`config.mk`:
```
export PLATFORM = sky130hd
export DESIGN_NAME = mprc_predict
export DESIGN_NICKNAME = d
export VERILOG_FILES = /design/src/rtl/core/mprc_pkg.sv /design/src/rtl/core/mprc_predict.sv
export SDC_FILE = /design/constraint.sdc
export NUM_CORES = 1
export LEC_CHECK = 0
export BUFFER_PORTS_ARGS = -buffer_cell sky130_fd_sc_hd__buf_2
export CAP_MARGIN = 20
export CORE_MARGIN = 3
export CORE_UTILIZATION = 45
export DETAILED_ROUTE_END_ITERATION = 16
export PLACE_DENSITY = 0.72
export SLEW_MARGIN = 5
export SYNTH_ARGS = -nofsm -noshare
export SYNTH_HDL_FRONTEND = slang
export SYNTH_SLANG_ARGS = --single-unit
export TNS_END_PERCENT = 1
```
`constraint.sdc`:
```
create_clock -name vclk -period 25.6
set_input_delay 3.84 -clock vclk [all_inputs]
set_output_delay 3.84 -clock vclk [all_outputs]
set_load 0.05 [all_outputs]
```
`src/rtl/core/mprc_pkg.sv`:
```
// ----------------------------------------------------------------------------
// mprc_pkg
// Types and register codes shared by the median prediction residual codec.
// ----------------------------------------------------------------------------
package mprc_pkg;

	localparam int PIX_W   = 8;
	localparam int VAL_W   = 9;
	localparam int PW_W    = 13;
	localparam int PH_W    = 16;
	localparam int CFG_I_W = 2;
	localparam int CFG_D_W = 16;

	typedef enum logic [CFG_I_W-1:0] {
		REG_PLANE_WIDTH  = 2'd0,
		REG_PLANE_HEIGHT = 2'd1,
		REG_DECODE_MODE  = 2'd2
	} cfg_reg_t;

	// Position of one pixel within the plane.
	typedef struct packed {
		logic first_col;
		logic first_row;
		logic last;
	} pos_flags_t;

endpackage

```
`src/rtl/core/mprc_predict.sv`:
```
// ----------------------------------------------------------------------------
// mprc_predict
// Median edge predictor with the encode and decode arithmetic.
// ----------------------------------------------------------------------------
module mprc_predict (
	input  logic [mprc_pkg::PIX_W-1:0]        top_raw,
	input  logic [mprc_pkg::PIX_W-1:0]        left_raw,
	input  logic [mprc_pkg::PIX_W-1:0]        upper_left_raw,
	input  mprc_pkg::pos_flags_t              flags,
	input  logic                              decode_mode,
	input  logic signed [mprc_pkg::VAL_W-1:0] sample,
	output logic [mprc_pkg::PIX_W-1:0]        top,
	output logic [mprc_pkg::PIX_W-1:0]        pixel,
	output logic signed [mprc_pkg::VAL_W-1:0] result
);

	import mprc_pkg::*;

	logic [PIX_W-1:0]          left;
	logic [PIX_W-1:0]          topleft;
	logic [PIX_W-1:0]          lo;
	logic [PIX_W-1:0]          hi;
	logic signed [PIX_W+1:0]   grad;
	logic [PIX_W-1:0]          pred;
	logic signed [VAL_W+1:0]   dec_sum;
	logic signed [VAL_W-1:0]   enc_res;

	always_comb begin
		top     = flags.first_row ? '0 : top_raw;
		left    = flags.first_col ? '0 : left_raw;
		topleft = (flags.first_col || flags.first_row) ? '0 : upper_left_raw;
		lo      = (top < left) ? top : left;
		hi      = (top < left) ? left : top;
		grad    = $signed({2'b00, top}) + $signed({2'b00, left})
			- $signed({2'b00, topleft});
		if (grad < $signed({2'b00, lo})) begin
			pred = lo;
		end else if (grad > $signed({2'b00, hi})) begin
			pred = hi;
		end else begin
			pred = grad[PIX_W-1:0];
		end

		dec_sum = {{2{sample[VAL_W-1]}}, sample} + $signed({3'b000, pred});

		if (decode_mode) begin
			if (dec_sum < 0) begin
				pixel = '0;
			end else if (dec_sum > $signed(11'd255)) begin
				pixel = '1;
			end else begin
				pixel = dec_sum[PIX_W-1:0];
			end
		end else begin
			pixel = sample[VAL_W-1] ? '0 : sample[PIX_W-1:0];
		end

		enc_res = $signed({1'b0, pixel}) - $signed({1'b0, pred});
		result  = decode_mode ? $signed({1'b0, pixel}) : enc_res;
	end

endmodule

```
==> impl_metrics.toml <==
[floorplanning]
dieArea_sq_mm = 0.00663
ios = 62
die_y_microns = 81.4
rows = 26
core-area_sq_mm = 0.00530
die_w_microns = 81.4
start_util_pct = 48.3

[timing]
post-route-min-period_ps = 17070
period_share_pct = 66.7
worst_pin_slew_ps = 910
setup_viol = 0
tns_ps = 0
relSlewSlack_pct = 38.9
grt_setup_unrepaired = "false"
fmax_mhz = 58.6
hold_viol = 0
slew_viol_final = 0

[grt]
grt_pass1_wl_microns = 10900
antenna_found_initial = 0
grt_pass1_vias = 2487
grt-ovfl-total = 0
grt.total_usage_pct = 19.7
grt_max_degree = 18

[placed_design]
placedCellCount = 476
dp_hpwl_microns = 5600
port_buffers = 61
place.gp.congestion = 0.851

[critical_path]
start_kind = "input pin"
crit_required_ps = 21760
cp_slowest_stage_delay_ps = 770
path_max_fanout = 17
worstSetupPathDepth = 43
critPathTopFamily = "compound AO/OA/AOI/OAI gates"
worst-path-buf-inv = 2
arrival_ps = 13230
endpoint_kind = "output pin"
worst-setup-path-type = "input pin to output pin"
cp_slowest_cell = "a311oi_1"

[cells_and_area]
seqCellArea_sq_um = 0
final_cell_count_no_fill = 476
diodes = 0
area_growth_pct = 14.9
n_fill_cell = 551
utilization_pct = 55.5
drive_gt1_share_pct = 19.5
final_nets = 499
clock_buffers = 0
seq_cells = 0
multi_input_area_sq_mm = 0.00239

[yosys]
synth_fa_ha_area_share_pct = 29.3
synth-simple-area-share_pct = 21.8
synth_top_family_by_area = "adder cells"
yosysWarningCount = 0
yosysSeqAreaShare_pct = 0
yosys-top-cells-area = "ha_1 (21%), fa_1 (7.8%), inv_1 (5.7%)"
synth-compound-area-share_pct = 29.1
synth_cell_types = 53
synthMuxAreaShare_pct = 7.67
synth_area_sq_mm = 0.00256
netlist.area_leader.share_pct = 21.5
syn_inst = 348
synth_top_cell_by_area = "ha_1"
avgSynthCellArea_sq_um = 7.36
syn-num-nets = 439
synth_xor_area_share_pct = 5.47

[hold_path]
min_path_type = "input pin to output pin"
hold_depth = 4

[status]
status = "completed"

[power]
powerDensity_mw_per_mm2 = 111
p_total_uw = 326
p_leak_uw = 0.00152
ir_worst_vdd_mv = 0.137

[routing]
vias = 2625
avgRoutedWirePerCell_microns = 13.5
drt_iter0_drc = 108
drt-pass1-iter-count = 4
vias_per_cell = 5.51
antenna_left = 0
drt_wl_total_microns = 6410
drc = 0

[clock_tree]
cts_post_setup_buffers_inserted = 0
hold_buffers = 0
cts-resized-gates = 0

[run]
max_cap_violations = 0
## cells in the mapped netlist (2+ instances only)
| cell | number |
|---|---|
| o21bai_1 | 2 |
| fa_1 | 10 |
| nand2_1 | 33 |
| xnor2_1 | 8 |
| a21oi_1 | 29 |
| nor2b_1 | 11 |
| nor2_1 | 20 |
| o21a_1 | 9 |
| inv_1 | 39 |
| o31a_1 | 2 |
| a31o_1 | 2 |
| ha_1 | 44 |
| nor3_1 | 6 |
| nand4_1 | 3 |
| and2_1 | 8 |
| a31oi_1 | 2 |
| a311oi_1 | 3 |
| o21ai_0 | 22 |
| mux2i_1 | 14 |
| o211ai_1 | 2 |
| a21o_1 | 10 |
| o21ai_1 | 3 |
| o31ai_1 | 2 |
| nand2b_1 | 15 |
| or3_1 | 4 |
| a211oi_1 | 2 |
| o21ba_1 | 2 |
| mux2_2 | 5 |
| nand3_1 | 3 |
| xor2_1 | 8 |
| clkbuf_1 | 3 |
## area by class of cell
cell class	count	area share, %
tap	70	2.98
inverter	40	5.10
multi-input combinational	304	81.3
timing repair buffer	62	10.6
## path summary, 6_finish.rpt
kind,from,to,slack (ps)
worst max-delay path,flags[1],result[7],8530
worst min-delay path,sample[0],pixel[0],8100
## tightest hold or removal path: stages
cell	delay (ps)
buf_2	110
nand2_1	60
nand2_1	50
buf_2	200
## power breakdown
group | switching [uW] | total, uW | internal, uW
Sequential | 0 | 0 | 0
Clock | 0 | 0 | 0
Combinational | 211 | 326 | 115
Total | 211 | 326 | 115
## per-stage QoR
step,setup slack (ps),hold WS (ps),instance area [sq um]
after floorplan,8680,7860,2560
after global placement,8840,8100,2940
after detailed placement,8590,8100,2940
after CTS,8570,8100,2940
after global routing,7650,8110,2940
final,8530,8100,2940
## per-layer routing
layer / GRT usage (%) / wire [microns] / vias up
li1: - / - / 1362
met1: 27.0 / 3100 / 1212
met2: 36.5 / 3130 / 49
met3: 0.110 / 154 / 2
met4: 0.676 / 27 / 0
met5: 0 / 0 / -
## cells in the final DEF, fill, tap and decap left out, types with 9 or more instances in the layout
cell / instances
buf_2: 61
ha_1: 44
inv_1: 39
nand2_1: 33
a21oi_1: 29
o21ai_0: 22
nor2_1: 20
nand2b_1: 15
mux2i_1: 14
nor2b_1: 11
a21o_1: 10
fa_1: 10
o21a_1: 9
## logic make-up (layout without fill, tap and decap cells)
kind of cell / Yosys count / in the layout
compound gates: 105 / 105
xor+xnor: 16 / 16
fa+ha+maj: 54 / 54
buf+inv: 44 / 102
mux: 19 / 19
simple gates: 110 / 110
Note: power is estimated with default switching activity, not from simulation.
