## config.mk

```make
export PLATFORM = sky130hd
export DESIGN_NAME = mprc_scan
export DESIGN_NICKNAME = d
export VERILOG_FILES = /design/src/rtl/core/mprc_pkg.sv /design/src/rtl/core/mprc_scan.sv
export SDC_FILE = /design/constraint.sdc
export NUM_CORES = 1
export LEC_CHECK = 0
export BUFFER_PORTS_ARGS = -buffer_cell sky130_fd_sc_hd__buf_2
export CAP_MARGIN = 15
export CORE_MARGIN = 10
export CORE_UTILIZATION = 60
export DETAILED_ROUTE_END_ITERATION = 10
export GPL_ROUTABILITY_DRIVEN = 0
export PLACE_DENSITY = 0.8
export RECOVER_POWER = 100
export SYNTH_ARGS = -nofsm -noshare
export SYNTH_HDL_FRONTEND = slang
export SYNTH_SLANG_ARGS = --single-unit
export TNS_END_PERCENT = 20
```

## constraint.sdc

```tcl
create_clock -name clk -period 9.05 [get_ports clk]
set_input_delay 1.81 -clock clk [delete_from_list [all_inputs] [get_ports clk]]
set_output_delay 1.81 -clock clk [all_outputs]
set_load 0.05 [all_outputs]
```

## src/rtl/core/mprc_pkg.sv

```systemverilog
// ----------------------------------------------------------------------------
// mprc_pkg
// Types and register codes shared by the median prediction residual codec.
// ----------------------------------------------------------------------------
package mprc_pkg;

	localparam int PIX_W   = 8;
	localparam int VAL_W   = 9;
	localparam int PW_W    = 13;
	localparam int PH_W    = 16;
	localparam int CFG_I_W = 2;
	localparam int CFG_D_W = 16;

	typedef enum logic [CFG_I_W-1:0] {
		REG_PLANE_WIDTH  = 2'd0,
		REG_PLANE_HEIGHT = 2'd1,
		REG_DECODE_MODE  = 2'd2
	} cfg_reg_t;

	// Position of one pixel within the plane.
	typedef struct packed {
		logic first_col;
		logic first_row;
		logic last;
	} pos_flags_t;

endpackage

```

## src/rtl/core/mprc_scan.sv

```systemverilog
// ----------------------------------------------------------------------------
// mprc_scan
// Configuration registers and the raster position of the next pixel.
// ----------------------------------------------------------------------------
module mprc_scan #(
	parameter int MAX_WIDTH = 4096
) (
	input  logic                          clk,
	input  logic                          arst_n,
	input  logic                          cfg_we,
	input  logic [mprc_pkg::CFG_I_W-1:0]  cfg_index,
	input  logic [mprc_pkg::CFG_D_W-1:0]  cfg_data,
	input  logic                          step,
	output logic [$clog2(MAX_WIDTH)-1:0]  col,
	output mprc_pkg::pos_flags_t          flags,
	output logic                          decode_mode
);

	import mprc_pkg::*;

	localparam int CW = $clog2(MAX_WIDTH);

	logic [PW_W-1:0] width_q;
	logic [PH_W-1:0] height_q;
	logic            mode_q;
	logic [CW-1:0]   x_q;
	logic [PH_W-1:0] y_q;
	logic [PW_W-1:0] w_eff;
	logic [PH_W-1:0] h_eff;
	logic [CW-1:0]   x_cur;
	logic [PH_W-1:0] y_cur;
	logic            row_end;
	logic            plane_end;
	logic            cfg_hit;

	always_comb begin
		if (width_q == '0) begin
			w_eff = PW_W'(1);
		end else if (32'(width_q) > 32'(MAX_WIDTH)) begin
			w_eff = PW_W'(MAX_WIDTH);
		end else begin
			w_eff = width_q;
		end
		h_eff = (height_q == '0) ? PH_W'(1) : height_q;
		x_cur = (32'(x_q) >= 32'(w_eff)) ? '0 : x_q;
		y_cur = (32'(y_q) >= 32'(h_eff)) ? '0 : y_q;
		row_end   = (32'(x_cur) + 32'd1) >= 32'(w_eff);
		plane_end = row_end && ((32'(y_cur) + 32'd1) >= 32'(h_eff));
	end

	always_comb begin
		unique case (cfg_reg_t'(cfg_index))
			REG_PLANE_WIDTH,
			REG_PLANE_HEIGHT,
			REG_DECODE_MODE: cfg_hit = cfg_we;
			default:         cfg_hit = 1'b0;
		endcase
	end

	always_ff @(posedge clk or negedge arst_n) begin
		if (!arst_n) begin
			width_q  <= PW_W'(1);
			height_q <= PH_W'(1);
			mode_q   <= 1'b0;
		end else if (cfg_we) begin
			unique case (cfg_reg_t'(cfg_index))
				REG_PLANE_WIDTH:  width_q  <= cfg_data[PW_W-1:0];
				REG_PLANE_HEIGHT: height_q <= cfg_data[PH_W-1:0];
				REG_DECODE_MODE:  mode_q   <= cfg_data[0];
				default: begin
				end
			endcase
		end
	end

	always_ff @(posedge clk or negedge arst_n) begin
		if (!arst_n) begin
			x_q <= '0;
			y_q <= '0;
		end else if (cfg_hit) begin
			x_q <= '0;
			y_q <= '0;
		end else if (step) begin
			if (row_end) begin
				x_q <= '0;
				y_q <= plane_end ? '0 : y_cur + PH_W'(1);
			end else begin
				x_q <= x_cur + CW'(1);
				y_q <= y_cur;
			end
		end
	end

	assign col             = x_cur;
	assign flags.first_col = (x_cur == '0);
	assign flags.first_row = (y_cur == '0);
	assign flags.last      = plane_end;
	assign decode_mode     = mode_q;

endmodule

```

==> summary.txt, run 1 <==
outcome = finished with violations
violated checks = max-capacitance violations, max-slew violations
initial antenna violation count = 0
slew at the pin closest to its max-slew limit = 3.07 ns
H-tree levels = 3
CTS sink count = 58
Root Buffer = clkbuf_8
Die Ht = 107 um
worst slack, placed = 1.94 ns
max_cap viols = 2
Metal-1 WL = 5120 um
YS warnings = 0
chip width = 107 um
CP Class = flop to primary output
number of buffers created by CTS = 9
Synth Flop Type = dfrtp_1
P&R area growth vs syn = 9.63%
Pleak = 2.41 nW
Synth async-reset ratio = 100%
Non-Filler Instances = 606
fin. max-slew vios = 74
P per Cell Area = 172 mW/mm^2
Logic pwr share = 26.6%
Sw Ratio = 34.0%
TritonCTS clock tree = yes
WL met3 = 826 um
core area = 0.00729 mm^2
die area = 0.0114 mm^2
Synth Instances = 471
number of global-route vias before repair = 3987
first-pass detailed-route iteration total = 4
WL per Instance = 19.3 um
multi-input logic area = 0.00284 mm^2
final wirelength = 11700 um
Avg Synthesized Cell Area = 9.60 um^2
detailed placement HPWL = 8910 um
Setup-failing EPs final = 0
Overflow after GRT = 0
clock group share of total power = 36.0%
Syn Nets = 554
Final Critical Period = 7.92 ns
layout cells sized above 1 = 14.8%
RSZ-0062 raised after global routing = false
P_int = 0.564 mW
Final #Nets = 585
sequential power share = 37.4%
Post-synth EDFFs = 0
IO Pins = 38
Max VDD drop = 0.000115 V
Psw = 0.290 mW
CTS max path bufs = 2
Core Rows = 31
WP data required = 7.24 ns
Worst-path clk slew = 0.07 ns
min setup slack post-route = 1.13 ns
ANT cells = 0
Seq/Total Area, Yosys = 32.2%
buffer count from post-CTS setup fixing = 0
1st-iter DRT viols = 246
Vias per Instance = 6.39
Final Cell Area = 0.00496 mm^2
CP startpoint kind = flop
max layer used = met4
post-synth cell types = 57
Placed Cells = 590
slew margin rel. = -105%
CTS resizes = 0
period utilization = 87.5%
Worst EP arrival = 6.11 ns
PortBufs = 37
crit path max fanout = 27
largest net degree at the start of global routing = 59
Global Route Usage Sum = 20.9%
initial core utilization = 62.0%
vias = 3875
global-route wire length before repair = 19500 um
setup_tns = 0 ns
Worst Setup End Kind = primary output
Placed Area = 0.00475 mm^2
worst hold-check path type = flop to flop
final clock skew = 0.0150 ns
Fmax = 0.126 GHz
routed length on met2 = 5480 um
Synth Register Bits = 58
synthesized area = 0.00452 mm^2
DRC violations left = 0
Sequential cell area = 0.00145 mm^2
Clk Latency, worst-skew pair = 0.36 ns
Routed Antenna Nets = 0
hold_buf cts = 0
Core Util, Final = 68.0%
Fillers = 596
Hold Fails Final Rpt = 0
==> cell families (layout without fill, tap and decap cells) <==
family / Yosys count / count (layout) / synth area share, %
flip-flops: 58 / 58 / 32.2
AO/OA/AOI/OAI: 104 / 104 / 16.8
AND/OR/NAND/NOR: 148 / 148 / 18.2
XOR/XNOR: 20 / 20 / 3.87
adder cells (fa/ha/maj): 61 / 61 / 16.9
multiplexers: 29 / 29 / 7.22
buffers and inverters: 51 / 87 / 4.87
==> placed cells by master, fill, tap and decap left out, types with 6 or more instances in the layout <==
cell / instances
nand3_1: 15
and3_1: 8
and2_1: 17
nor4_1: 9
nand2_1: 26
clkbuf_8: 9
a22o_1: 17
ha_1: 61
o2111ai_1: 6
xnor2_1: 10
o21ai_0: 13
nand4_1: 13
buf_2: 22
dfrtp_1: 56
a31oi_1: 9
inv_1: 33
a21oi_1: 18
a21o_1: 10
o21a_1: 7
clkbuf_1: 16
xor2_1: 10
mux2_2: 27
nor3_1: 6
nor2_1: 28
==> per-layer routing <==
| metal | global-route usage [%] | up-vias |
|---|---|---|
| met5 | 0 | - |
| li1 | - | 1805 |
| met2 | 33.7 | 170 |
| met4 | 8.51 | 0 |
| met1 | 27.3 | 1879 |
| met3 | 3.47 | 21 |
==> layout make-up <==
type | instances | area share [%]
Multi-Input combinational cell | 362 | 57.2
Clock inverter | 7 | 2.50
Sequential cell | 58 | 29.3
Tap cell | 99 | 2.50
Clock buffer | 9 | 2.50
Timing Repair Buffer | 38 | 3.43
Inverter | 33 | 2.50
==> critical path: stages, from the launching register on <==
cell	delay [ns]
dfrtp_1	0.42
nor4_1	0.29
a31oi_1	0.12
nor2_1	0.18
ha_1	0.26
nand2b_1	0.14
a21o_1	0.18
a21oi_1	0.13
o21ai_0	0.15
a21oi_2	0.73
nand2_1	0.21
inv_1	0.15
ha_1	0.21
nand3_1	0.22
nor2_1	0.25
xor2_1	0.10
and2_0	0.17
ha_1	0.31
nand4_1	0.08
nand3b_1	0.09
a41oi_1	0.16
o21ai_0	0.49
o31a_1	0.22
clkbuf_1	0.48
==> per-stage QoR <==
stage          total power [mW]  hold WS, ns
3_5_place_dp              0.550        0.498
3_3_place_gp              0.538        0.492
4_1_cts                   0.856        0.517
6_report                  0.854        0.522
5_1_grt                   0.895        0.536
2_1_floorplan             0.480        0.502
==> registers in the layout (all words and copies together), names as in the netlist <==
signal and flops:
decode_mode 1, height_q 16, width_q 13, x_q 12, y_q 16
==> worst paths after layout <==
path                                     to  slack [ns]   startpoint  depth (start not counted)
min in group asynchronous           y_q[15]        2.53       arst_n                          2
worst max-delay path               flags[0]        1.13   width_q[5]                         23
worst min-delay path            decode_mode        0.52  decode_mode                          1
max in group asynchronous       height_q[2]        4.74       arst_n                          2
worst max register to register      y_q[14]        2.27   width_q[5]                         24
worst min register to register  decode_mode        0.52  decode_mode                          1
==> cells in the mapped netlist (all sizes together), types with 7 or more instances <==
cell type  number  share of area (%)
dfrtp          56                 31
nor4           10                1.5
xnor2          10                1.9
and2           19                2.6
nand2          27                2.3
clkbuf          8               0.66
a31oi           9                1.2
and3            8                1.1
o21ai          14                1.6
buf            10                1.5
inv            33                2.7
nor2           28                2.5
nor3            7               0.89
nand3          15                1.7
nand4          13                1.8
o21a            7                1.2
a21o           10                1.7
xor2           10                1.9
ha             61                 17
a22o           17                3.3
a21oi          19                2.2
mux2           29                7.2
==> power by group through the flow <==
stage	logic, mW	registers [mW]	clock network [mW]
final	0.227	0.320	0.308
after global routing	0.252	0.323	0.320
after CTS	0.229	0.318	0.309
after detailed placement	0.227	0.323	0
after global placement	0.218	0.320	0
after floorplan	0.165	0.315	0
Note: power is estimated with default switching activity, not from simulation.
==> run 2, diff against run 1 <==
--- a/config.mk
+++ b/config.mk
@@ -7,11 +7,13 @@
 export LEC_CHECK = 0
 export BUFFER_PORTS_ARGS = -buffer_cell sky130_fd_sc_hd__buf_2
 export CAP_MARGIN = 15
+export CELL_PAD_IN_SITES_DETAIL_PLACEMENT = 1
+export CELL_PAD_IN_SITES_GLOBAL_PLACEMENT = 2
 export CORE_MARGIN = 10
-export CORE_UTILIZATION = 60
+export CORE_UTILIZATION = 42
 export DETAILED_ROUTE_END_ITERATION = 10
 export GPL_ROUTABILITY_DRIVEN = 0
-export PLACE_DENSITY = 0.8
+export PLACE_DENSITY_LB_ADDON = 0.1
 export RECOVER_POWER = 100
 export SYNTH_ARGS = -nofsm -noshare
 export SYNTH_HDL_FRONTEND = slang
==> run 2 against run 1 <==
The run still ends with max-capacitance violations, max-slew violations left. Routed wire length is 15% higher. Flip-flop and latch count unchanged. Critical path depth stayed put. Highest routed layer unchanged. Worst hold slack worse by 0.0010 ns.
==> summary.txt, run 2 (synthesis results as in run 1) <==
outcome = finished with violations (unchanged)
violated checks = max-capacitance violations, max-slew violations (unchanged)
vias = 3745 (was 3875)
commonest non-fill, non-tap cell in the layout = ha_1 (unchanged)
buffer count from post-CTS setup fixing = 0 (unchanged)
global-route wire length before repair = 21500 um (was 19500 um)
Placed Cells = 627 (was 590)
Vias per Instance = 5.82 (was 6.39)
worst hold-check path type = flop to flop (unchanged)
core area = 0.0104 mm^2 (was 0.00729 mm^2)
number of buffers created by CTS = 9 (unchanged)
Clk Latency, worst-skew pair = 0.37 ns (was 0.36 ns)
max_cap viols = 2 (unchanged)
CP Class = flop to primary output (unchanged)
Fillers = 1211 (was 596)
WL per Instance = 21.0 um (was 19.3 um)
Min Hold Slack = 0.521 ns (was 0.522 ns)
WP data required = 7.24 ns (about the same)
Sequential cell area = 0.00145 mm^2 (unchanged)
r2r setup slk = 1.83 ns (was 2.27 ns)
layout cells sized above 1 = 15.4% (was 14.8%)
Die Ht = 124 um (was 107 um)
CTS max path bufs = 2 (unchanged)
PortBufs = 37 (unchanged)
period utilization = 90.5% (was 87.5%)
Max VDD drop = 0.000136 V (was 0.000115 V)
final clock skew = 0.0126 ns (was 0.0150 ns)
P_int = 0.535 mW (was 0.564 mW)
slew margin rel. = -118% (was -105%)
ANT cells = 0 (unchanged)
hold_buf cts = 0 (unchanged)
Fmax = 0.122 GHz (was 0.126 GHz)
Logic pwr share = 27.8% (was 26.6%)
Routed Antenna Nets = 0 (unchanged)
Overflow after GRT = 0 (unchanged)
chip width = 124 um (was 107 um)
fin. max-slew vios = 74 (unchanged)
CP startpoint kind = flop (unchanged)
most frequent cells in the layout = ha_1, dfrtp_1, inv_1 (unchanged)
CTS resizes = 0 (unchanged)
Global Route Usage Sum = 18.5% (was 20.9%)
Non-Filler Instances = 643 (was 606)
Worst Setup End Kind = primary output (unchanged)
sequential power share = 38.3% (was 37.4%)
Worst EP arrival = 6.38 ns (was 6.11 ns)
1st-iter DRT viols = 194 (was 246)
Core Rows = 37 (was 31)
number of global-route vias before repair = 3854 (was 3987)
multi-input logic area = 0.00284 mm^2 (unchanged)
Worst-path clk slew = 0.08 ns (was 0.07 ns)
initial core utilization = 43.4% (was 62.0%)
clock group share of total power = 33.9% (was 36.0%)
RSZ-0062 raised after global routing = false (unchanged)
Pleak = 2.41 nW (about the same)
setup_tns = 0 ns (unchanged)
TritonCTS clock tree = yes (unchanged)
Final Critical Period = 8.19 ns (was 7.92 ns)
Setup-failing EPs final = 0 (unchanged)
slew at the pin closest to its max-slew limit = 3.28 ns (was 3.07 ns)
Sw Ratio = 35.8% (was 34.0%)
Hold Fails Final Rpt = 0 (unchanged)
die area = 0.0153 mm^2 (was 0.0114 mm^2)
final wirelength = 13500 um (was 11700 um)
H-tree levels = 3 (unchanged)
detailed placement HPWL = 10600 um (was 8910 um)
largest net degree at the start of global routing = 59 (unchanged)
first-pass detailed-route iteration total = 4 (unchanged)
Psw = 0.299 mW (was 0.290 mW)
crit path max fanout = 27 (unchanged)
IO Pins = 38 (unchanged)
P&R area growth vs syn = 10.2% (was 9.63%)
DRC violations left = 0 (unchanged)
P per Cell Area = 167 mW/mm^2 (was 172 mW/mm^2)
top flop regs = height_q: 16 flops, y_q: 16 flops, width_q: 13 flops (unchanged)
Root Buffer = clkbuf_8 (unchanged)
CTS sink count = 58 (unchanged)
initial antenna violation count = 0 (unchanged)
Final #Nets = 585 (unchanged)
run 2: layer usage:
layer | share of wire, % | global-route usage (%)
met5 | 0 | 0
met4 | 1.7 | 5.90
met1 | 49 | 25.9
met2 | 45 | 27.4
met3 | 4.1 | 4.43
run 2: critical path: stages, from the launching register on:
cell and delay, ns:
dfrtp_1 0.42, nor4_1 0.31, a31oi_1 0.14, nor2_1 0.17, ha_1 0.25, nand2b_1 0.13, a21o_1 0.17, a21oi_1 0.13
o21ai_0 0.20, a21oi_2 0.82, nand2_1 0.24, inv_1 0.18, ha_1 0.22, nand3_1 0.23, nor2_1 0.34, xor2_1 0.12
and2_0 0.17, ha_1 0.31, nand4_1 0.08, nand3b_1 0.09, a41oi_1 0.17, o21ai_0 0.52, o31a_1 0.29, clkbuf_2 0.30
run 2: power groups by stage:
stage | sequential [mW] | combinational (mW) | clock (mW)
2_1_floorplan | 0.315 | 0.165 | 0
3_3_place_gp | 0.322 | 0.228 | 0
3_5_place_dp | 0.324 | 0.234 | 0
4_1_cts | 0.319 | 0.236 | 0.291
5_1_grt | 0.324 | 0.262 | 0.305
6_report | 0.319 | 0.232 | 0.283
run 2: area by class of cell:
cell class	count	share of cell area [%]
multi-input combinational	362	56.9
sequential	58	29.2
timing repair buffer	38	3.47
tap	136	3.42
clock buffer	9	2.49
inverter	33	2.49
clock inverter	7	2.03
run 2: stage by stage:
stage	cell area (um^2)	setup WS, ns	total power [mW]	utilization (%)
after global placement	4790	1.63	0.550	46.0
after global routing	4980	0.255	0.890	47.8
after detailed placement	4790	1.46	0.559	46.0
final	4980	0.864	0.834	47.8
after floorplan	4520	2.69	0.480	-
after CTS	5020	0.997	0.846	48.2
run 2: path summary, 6_finish.rpt:
kind | from | end | cells after the start
hold / removal | decode_mode | decode_mode | 1
max in group asynchronous | arst_n | x_q[4] | 2
min in group asynchronous | arst_n | y_q[8] | 2
setup / recovery | width_q[7] | flags[0] | 23
hold reg to reg | decode_mode | decode_mode | 1
setup reg to reg | width_q[7] | y_q[5] | 24
